<file path="src/sv/mis_pkg.sv">
// Shared types, constants and opcode masks for the minicomputer instruction step core.
`default_nettype none
package mis_pkg;

	localparam int unsigned MEM_BYTES = 65536;
	localparam int unsigned MEM_AW = $clog2(MEM_BYTES);

	localparam logic [15:0] RESET_PC = 16'o001000;
	localparam logic [15:0] CONSOLE_ADDR = 16'o177566;

	localparam logic [15:0] MASK_ADD = 16'o170000;
	localparam logic [15:0] CODE_ADD = 16'o060000;
	localparam logic [15:0] MASK_MOV = 16'o070000;
	localparam logic [15:0] CODE_MOV = 16'o010000;
	localparam logic [15:0] MASK_ONE = 16'o177700;
	localparam logic [15:0] CODE_INC = 16'o005200;
	localparam logic [15:0] CODE_CLR = 16'o005000;
	localparam logic [15:0] MASK_SOB = 16'o177000;
	localparam logic [15:0] CODE_SOB = 16'o077000;
	localparam logic [15:0] CODE_SCC = 16'o000277;
	localparam logic [15:0] CODE_CCC = 16'o000257;
	localparam logic [15:0] MASK_BR = 16'o177400;
	localparam logic [15:0] CODE_BR = 16'o000400;
	localparam logic [15:0] CODE_BEQ = 16'o001400;
	localparam logic [15:0] CODE_BPL = 16'o100000;
	localparam logic [15:0] MASK_TST = 16'o077700;
	localparam logic [15:0] CODE_TST = 16'o005700;

	localparam logic [2:0] ST_RUN = 3'd0;
	localparam logic [2:0] ST_HALT = 3'd1;
	localparam logic [2:0] ST_BAD_MODE = 3'd2;
	localparam logic [2:0] ST_ODD = 3'd3;
	localparam logic [2:0] ST_BAD_OP = 3'd4;

	typedef enum logic [1:0] {
		CMD_LOAD = 2'd0,
		CMD_EXEC = 2'd1,
		CMD_RDREG = 2'd2,
		CMD_RDMEM = 2'd3
	} cmd_t;

	typedef enum logic [3:0] {
		CLS_HALT, CLS_ADD, CLS_MOV, CLS_INC, CLS_SOB, CLS_CLR,
		CLS_SCC, CLS_CCC, CLS_BR, CLS_TST, CLS_BAD
	} cls_t;

	typedef enum logic [4:0] {
		OP_NONE, OP_LATCH, OP_WR_LOAD, OP_RD_REG, OP_RD_CMD, OP_TAKE_RV,
		OP_START, OP_RD_LO, OP_RD_HI, OP_TAKE_LO, OP_TAKE_HI, OP_IR,
		OP_RESOLVE, OP_PTR, OP_FETCH_REG, OP_MAR_EA, OP_TAKE_VAL, OP_ALU,
		OP_ST_REG, OP_WR_LO, OP_WR_HI, OP_COMMIT, OP_HALT, OP_SOB1, OP_SOB2,
		OP_SCC, OP_CCC, OP_BRANCH, OP_FAULT, OP_EMIT
	} dp_op_t;

	typedef struct packed {
		dp_op_t op;
		logic opd;
		logic [2:0] fcode;
	} dp_cmd_t;

	typedef struct packed {
		cmd_t cmd;
		cls_t cls;
		logic [2:0] mode;
		logic in_reg;
		logic mar_odd;
		logic ea_odd;
		logic byte_op;
		logic running;
	} dp_stat_t;

endpackage
`default_nettype wire

</file>
<file path="src/sv/mis_ctrl.sv">
// Controller: sequences commands, instruction fetch, operand access and write-back.
`default_nettype none
module mis_ctrl import mis_pkg::*; (
	input wire logic clk,
	input wire logic arst_n,
	input wire logic in_valid,
	output logic in_stall,
	output logic out_valid,
	input wire logic out_stall,
	input wire dp_stat_t stat,
	output dp_cmd_t cmd
);

	typedef enum logic [16:0] {
		S_IDLE = 17'h00001, S_CMD = 17'h00002, S_RDM = 17'h00004, S_RD0 = 17'h00008,
		S_RD1 = 17'h00010, S_RD2 = 17'h00020, S_RET = 17'h00040, S_DECODE = 17'h00080,
		S_SOB2 = 17'h00100, S_RES = 17'h00200, S_OPND = 17'h00400, S_NEXT = 17'h00800,
		S_ALU = 17'h01000, S_STORE = 17'h02000, S_WRHI = 17'h04000,
		S_COMMIT = 17'h08000, S_DONE = 17'h10000
	} state_t;

	typedef enum logic [1:0] {PH_FETCH, PH_PTR, PH_VAL} phase_t;

	state_t state_q, state_d;
	phase_t phase_q, phase_d;
	logic opd_q, opd_d, wd_q, wd_d, out_valid_q, emit;
	logic need_val;

	assign in_stall = (state_q != S_IDLE);
	assign out_valid = out_valid_q;
	assign need_val = !opd_q || stat.cls == CLS_ADD || stat.cls == CLS_INC
		|| stat.cls == CLS_TST;

	always_comb begin
		state_d = state_q;
		phase_d = phase_q;
		opd_d = opd_q;
		wd_d = wd_q;
		emit = 1'b0;
		cmd = '{op: OP_NONE, opd: opd_q, fcode: ST_RUN};
		unique case (state_q)
			S_IDLE: if (in_valid) begin
				cmd.op = OP_LATCH;
				state_d = S_CMD;
			end
			S_CMD: begin
				unique case (stat.cmd)
					CMD_LOAD: begin
						cmd.op = OP_WR_LOAD;
						state_d = S_DONE;
					end
					CMD_RDREG: begin
						cmd.op = OP_RD_REG;
						state_d = S_DONE;
					end
					CMD_RDMEM: begin
						cmd.op = OP_RD_CMD;
						state_d = S_RDM;
					end
					CMD_EXEC: if (stat.running) begin
						cmd.op = OP_START;
						phase_d = PH_FETCH;
						wd_d = 1'b1;
						state_d = S_RD0;
					end else begin
						state_d = S_DONE;
					end
				endcase
			end
			S_RDM: begin
				cmd.op = OP_TAKE_RV;
				state_d = S_DONE;
			end
			S_RD0: if (wd_q && stat.mar_odd) begin
				cmd.op = OP_FAULT;
				cmd.fcode = ST_ODD;
				state_d = S_DONE;
			end else begin
				cmd.op = OP_RD_LO;
				state_d = S_RD1;
			end
			S_RD1: if (wd_q) begin
				cmd.op = OP_RD_HI;
				state_d = S_RD2;
			end else begin
				cmd.op = OP_TAKE_LO;
				state_d = S_RET;
			end
			S_RD2: begin
				cmd.op = OP_TAKE_HI;
				state_d = S_RET;
			end
			S_RET: begin
				unique case (phase_q)
					PH_FETCH: begin
						cmd.op = OP_IR;
						state_d = S_DECODE;
					end
					PH_PTR: begin
						cmd.op = OP_PTR;
						state_d = S_OPND;
					end
					default: begin
						cmd.op = OP_TAKE_VAL;
						state_d = S_NEXT;
					end
				endcase
			end
			S_DECODE: begin
				state_d = S_DONE;
				unique case (stat.cls)
					CLS_HALT: cmd.op = OP_HALT;
					CLS_SCC: cmd.op = OP_SCC;
					CLS_CCC: cmd.op = OP_CCC;
					CLS_BR: cmd.op = OP_BRANCH;
					CLS_SOB: begin
						cmd.op = OP_SOB1;
						state_d = S_SOB2;
					end
					CLS_ADD, CLS_MOV: begin
						opd_d = 1'b0;
						state_d = S_RES;
					end
					CLS_INC, CLS_CLR, CLS_TST: begin
						opd_d = 1'b1;
						state_d = S_RES;
					end
					default: begin
						cmd.op = OP_FAULT;
						cmd.fcode = ST_BAD_OP;
					end
				endcase
			end
			S_SOB2: begin
				cmd.op = OP_SOB2;
				state_d = S_DONE;
			end
			S_RES: if (stat.mode == 3'd6 || stat.mode == 3'd7) begin
				cmd.op = OP_FAULT;
				cmd.fcode = ST_BAD_MODE;
				state_d = S_DONE;
			end else begin
				cmd.op = OP_RESOLVE;
				if (stat.mode == 3'd3 || stat.mode == 3'd5) begin
					phase_d = PH_PTR;
					wd_d = 1'b1;
					state_d = S_RD0;
				end else begin
					state_d = S_OPND;
				end
			end
			S_OPND: if (!need_val) begin
				state_d = S_NEXT;
			end else if (stat.in_reg) begin
				cmd.op = OP_FETCH_REG;
				state_d = S_NEXT;
			end else begin
				cmd.op = OP_MAR_EA;
				phase_d = PH_VAL;
				wd_d = !stat.byte_op;
				state_d = S_RD0;
			end
			S_NEXT: if (!opd_q) begin
				opd_d = 1'b1;
				state_d = S_RES;
			end else begin
				state_d = S_ALU;
			end
			S_ALU: begin
				cmd.op = OP_ALU;
				state_d = S_STORE;
			end
			S_STORE: if (stat.cls == CLS_TST) begin
				cmd.op = OP_COMMIT;
				state_d = S_DONE;
			end else if (stat.in_reg) begin
				cmd.op = OP_ST_REG;
				state_d = S_DONE;
			end else if (!stat.byte_op && stat.ea_odd) begin
				cmd.op = OP_FAULT;
				cmd.fcode = ST_ODD;
				state_d = S_DONE;
			end else begin
				cmd.op = OP_WR_LO;
				state_d = stat.byte_op ? S_COMMIT : S_WRHI;
			end
			S_WRHI: begin
				cmd.op = OP_WR_HI;
				state_d = S_COMMIT;
			end
			S_COMMIT: begin
				cmd.op = OP_COMMIT;
				state_d = S_DONE;
			end
			S_DONE: if (!out_valid_q || !out_stall) begin
				cmd.op = OP_EMIT;
				emit = 1'b1;
				state_d = S_IDLE;
			end
			default: state_d = S_IDLE;
		endcase
	end

	always_ff @(posedge clk or negedge arst_n) begin
		if (!arst_n) begin
			state_q <= S_IDLE;
			phase_q <= PH_FETCH;
			opd_q <= 1'b0;
			wd_q <= 1'b0;
			out_valid_q <= 1'b0;
		end else begin
			state_q <= state_d;
			phase_q <= phase_d;
			opd_q <= opd_d;
			wd_q <= wd_d;
			if (emit) out_valid_q <= 1'b1;
			else if (!out_stall) out_valid_q <= 1'b0;
		end
	end

endmodule
`default_nettype wire

</file>
<file path="config.mk">
export PLATFORM = sky130hd
export DESIGN_NAME = mis_ctrl
export DESIGN_NICKNAME = d
export VERILOG_FILES = /design/src/sv/mis_pkg.sv /design/src/sv/mis_ctrl.sv
export SDC_FILE = /design/constraint.sdc
export NUM_CORES = 1
export LEC_CHECK = 0
export BUFFER_PORTS_ARGS = -buffer_cell sky130_fd_sc_hd__buf_2
export CAP_MARGIN = 40
export CELL_PAD_IN_SITES_DETAIL_PLACEMENT = 0
export CELL_PAD_IN_SITES_GLOBAL_PLACEMENT = 2
export CORE_MARGIN = 1
export CORE_UTILIZATION = 36
export DETAILED_ROUTE_END_ITERATION = 8
export PLACE_DENSITY_LB_ADDON = 0.1
export SLEW_MARGIN = 10
export SYNTH_ARGS = -nofsm -noshare
export SYNTH_HDL_FRONTEND = slang
export SYNTH_SLANG_ARGS = --single-unit
</file>
<file path="constraint.sdc">
create_clock -name clk -period 3.15 [get_ports clk]
set_input_delay 0.1575 -clock clk [delete_from_list [all_inputs] [get_ports clk]]
set_output_delay 0.1575 -clock clk [all_outputs]
set_load 0.05 [all_outputs]
</file>
==> results by stage <==
Synthesis:
- The share of the synthesized area in the top cell type is around 28%.
- The cell count after synthesis is approximately 220.
- The count of distinct cell types in the synthesized netlist is slightly below 60.
- The Yosys warning count is 0.
- A synthesized cell averages approximately 8.3 um2.
- After synthesis the netlist holds a flip-flop and latch count of 22.
- The share of the yosys chip area belonging to registers is 29.86%.
- The fraction of synthesis flops using an asynchronous set or reset pin is 100.0%.
- Summed over all instances, the cell type with the most area after synthesis is sky130_fd_sc_hd__dfrtp_1.
- Synthesis produced a netlist with a net count of between 200 and 250.
- The most used flip-flop cell after synthesis is sky130_fd_sc_hd__dfrtp_1.
- The synthesized design contains 0 enable-type register cells.
- By area the synthesized netlist is led by sky130_fd_sc_hd__dfrtp_1 28%, sky130_fd_sc_hd__nor2_1 4.9%, sky130_fd_sc_hd__nand2b_1 3.7%, sky130_fd_sc_hd__nand2_1 3.7%, sky130_fd_sc_hd__nor4_4 3.5%.
- The mapped netlist covers roughly 1800 um2.

Clock tree:
- The clock-pin slew on the worst setup and hold paths is about 0.090 ns.
- The buffer cell driving the clock tree root is sky130_fd_sc_hd__clkbuf_8.
- The clock passes through at most 2 buffers.
- In this run, CTS created clock tree buffers numbering 3.
- The number of sinks driven by the clock tree is 22.
- The number of H-tree levels is 1.
- The clock tree from TritonCTS is yes.
- Buffers added to address setup during post-CTS repair amount to 0.
- Clock latency on the worst-skew pair, taken at its later pin, is around 0.27 ns.

Global routing:
- The largest net degree at the start of global routing is 23.
- The initial antenna violation count is 0.
- The total overflow left after global routing is 0.
- The total global-route track usage is approximately 23%.
- The via count of the first global-routing pass is approximately 1700.
- The first global-routing pass estimated around 9.1 mm of wire.

Timing:
- Headroom to the max-slew limit came out at about 63%.
- For the finished layout, the period the worst path requires is around 2.9 ns.
- The final count of pins violating max slew is 0.
- Setup violations remaining at the end of the flow were counted as 0.
- Across all setup checks in the final design, the least slack found is 0.2584 ns.
- Across the routed clock network, the largest skew measured is approximately 0.0018 ns.
- In the final timing run, aggregate negative setup slack is 0 ns.
- The maximum operating frequency is between 300 and 400 MHz.
- The slew at the pin closest to its max-slew limit is ~0.56 ns.
- The final number of hold-violating endpoints was 0.
- Setup repair after global routing left no endpoint under its margin.
- The share of the clock period used by the worst path is 91.80%.

Place:
- Detailed placement finished with a half-perimeter wire length of roughly 4.6 mm.
- In this run the tool buffered the top-level ports with 28 buffer cells.
- Prior to clock tree synthesis, the placed netlist has a worst setup slack of between 0.5 and 0.6 ns.
- The congestion estimate from routability-driven global placement came to about 0.9.
- The instance area at placement is 2047 um2.

Detailed routing:
- Wires add up to 5.593 mm.
- The remaining routing DRC violations is 0.
- Before antenna repair, the detailed router went through 4 iterations.
- In the final routed layout, each cell accounts on average for ~18 um.
- The via-per-instance ratio is between 5 and 6.
- The total number of vias is ~1800.
- In this run the remaining antenna-violating nets after routing total 0.
- The detailed router finished its first iteration with 174 violations.

Setup path:
- The depth of the worst register-to-register path is 5.
- For the worst setup path, the data arrival time is around 2.7 ns.
- The worst register-to-register path begins at state_q[13]$_DFFE_PN0P_.
- The worst setup path is of the reg -> out kind.
- The startpoint class of the critical path is a flip-flop.
- In this run the register-to-register setup slack is roughly 0.77 ns.
- Along the worst path, the maximum fanout reaches 9.
- The endpoint identified for the worst register-to-register timing path is phase_q[1]$_DFFE_PN0P_.
- The kind of end point of the critical path is an output port.
- The worst path required time is around 3 ns.

Die:
- The floorplan step defined a core boundary enclosing 4817 um2.
- From bottom edge to top edge, the die measures between 70 and 80 um.
- The number of rows in the core area is 25.
- The number of top-level pins is 29.
- Measured along the x axis, the die boundary spans 73.65 um.
- The initial standard-cell utilization of the core is between 30% and 40%.
- The floorplan step defined a die boundary enclosing roughly 5400 um2.

Layout:
- In the layout the commonest cells are 28 x sky130_fd_sc_hd__buf_2, 24 x sky130_fd_sc_hd__nor2_1, 21 x sky130_fd_sc_hd__dfrtp_1.
- The multi-input combinational cells in the finished layout cover a total of approximately 1200 um2.
- The number of nets in the finished design is about 270.
- The final cell area excluding filler cells is about 2100 um2.
- The layout filler cell count is about 530.
- The repair_antennas step left the layout with diodes totalling 0.
- The area growth from synthesis to layout is 14.56%.
- The area of all sequential standard cells is 551.8 um2.
- The layout cell share with drive strength beyond 1 is around 21%.
- The most common cell after layout, fill and taps aside is sky130_fd_sc_hd__buf_2.

Job:
- Across the run, the number of max-cap violations was 0.

Power:
- The peak supply drop is roughly 0.27 mV.
- The standby leakage power is around 0.00093 uW.
- For this design the ratio of total power to cell area is between 500 and 600 nW/um2.

Worst hold path:
- The worst hold path passes through 2 cells.
- The path class of the tightest hold or removal check is in -> reg.
- The origin of the worst min-delay path is stat[1].
- The worst-case hold path end point is state_q[14]$_DFFE_PN0P_.

Run status:
- The run finished with clean final reports.
[report_power, final]
group / leakage, uW / internal, uW / switching (uW)
clock: 0.0000288 / 112 / 101
sequential: 0.000290 / 325 / 57.9
combinational: 0.000614 / 181 / 354
[kinds of logic after synthesis]
logic type	share of synthesized area, %
AOI/OAI and AO/OA	18.08
xor gates and xnor gates	3.318
adders and majority gates	0.5417
buffers and inverters	4.400
DFF	29.86
and+or+nand+nor	43.81
[metal layers]
layer / wire length, um / global-route usage [%]
met5: 0 / 0
met1: 2776 / 33.76
met2: 2536 / 36.49
met4: 40 / 5.128
met3: 239 / 2.058
[cells in the mapped netlist, drive strengths merged, types with 2 or more instances]
cell	instances
o22ai	5
nor3b	4
nand4b	2
inv	9
or3	2
nor4b	2
a31oi	2
nor2	24
o21ai	9
nand3	11
o21a	2
o311ai	2
a211oi	2
xor2	4
nand3b	5
nand2	18
nor4	13
or4	8
buf	6
nor2b	2
and3	2
and2	4
o211ai	2
clkbuf	2
xnor2	3
a2bb2oi	3
nor3	9
dfrtp	21
nand4	9
o31ai	2
nand2b	11
a21oi	7
[through the flow]
stage / util, % / instances / power [uW] / hold slack (ns)
6_report: 43.95 / 319 / 1130 / 0.09018
3_3_place_gp: 42.49 / 314 / 921.8 / 0.1665
2_1_floorplan: - / 224 / 760.1 / -0.1381
5_1_grt: 43.95 / 319 / 1205 / 0.08925
3_5_place_dp: 42.49 / 314 / 917.3 / 0.1680
4_1_cts: 43.84 / 319 / 1130 / 0.09080
[how the worst max path moves through the flow]
stage,start,end,slack (ns)
floorplan,state_q[5]$_DFFE_PN0P_,cmd[1],0.39
global placement,state_q[13]$_DFFE_PN0P_,cmd[4],0.49
detailed placement,state_q[13]$_DFFE_PN0P_,cmd[4],0.53
CTS,state_q[13]$_DFFE_PN0P_,cmd[4],0.23
global route,state_q[13]$_DFFE_PN0P_,cmd[7],0.05
finish,state_q[5]$_DFFE_PN0P_,cmd[6],0.26
[worst max-delay path, cell delays in order (launching register included)]
cell	delay [ns]
sky130_fd_sc_hd__dfrtp_1	0.50
sky130_fd_sc_hd__nor4_4	0.53
sky130_fd_sc_hd__nand4_2	0.36
sky130_fd_sc_hd__nor4_1	0.56
sky130_fd_sc_hd__nor4_1	0.14
sky130_fd_sc_hd__nand4_1	0.11
sky130_fd_sc_hd__buf_2	0.26
[final cells by class]
type	count	area share (%)
clock buffers	4	2.600
inverters	9	1.596
multi-input cells	185	57.62
flip-flops and latches	22	26.06
well taps	67	3.960
repair buffers	32	8.156
[registers in the layout (all words and copies together) (netlist names)]
register,cells
state_q,17
phase_q,2
wd_q,1
opd_q,1
out_valid,1
[repair_timing]
item                       4_1_cts  5_1_grt
hold endpoints to repair        21        0
hold buffers                     1        0
gates resized for setup          0        1
setup endpoints to repair        0        1
Note: power is estimated with default switching activity, not from simulation.
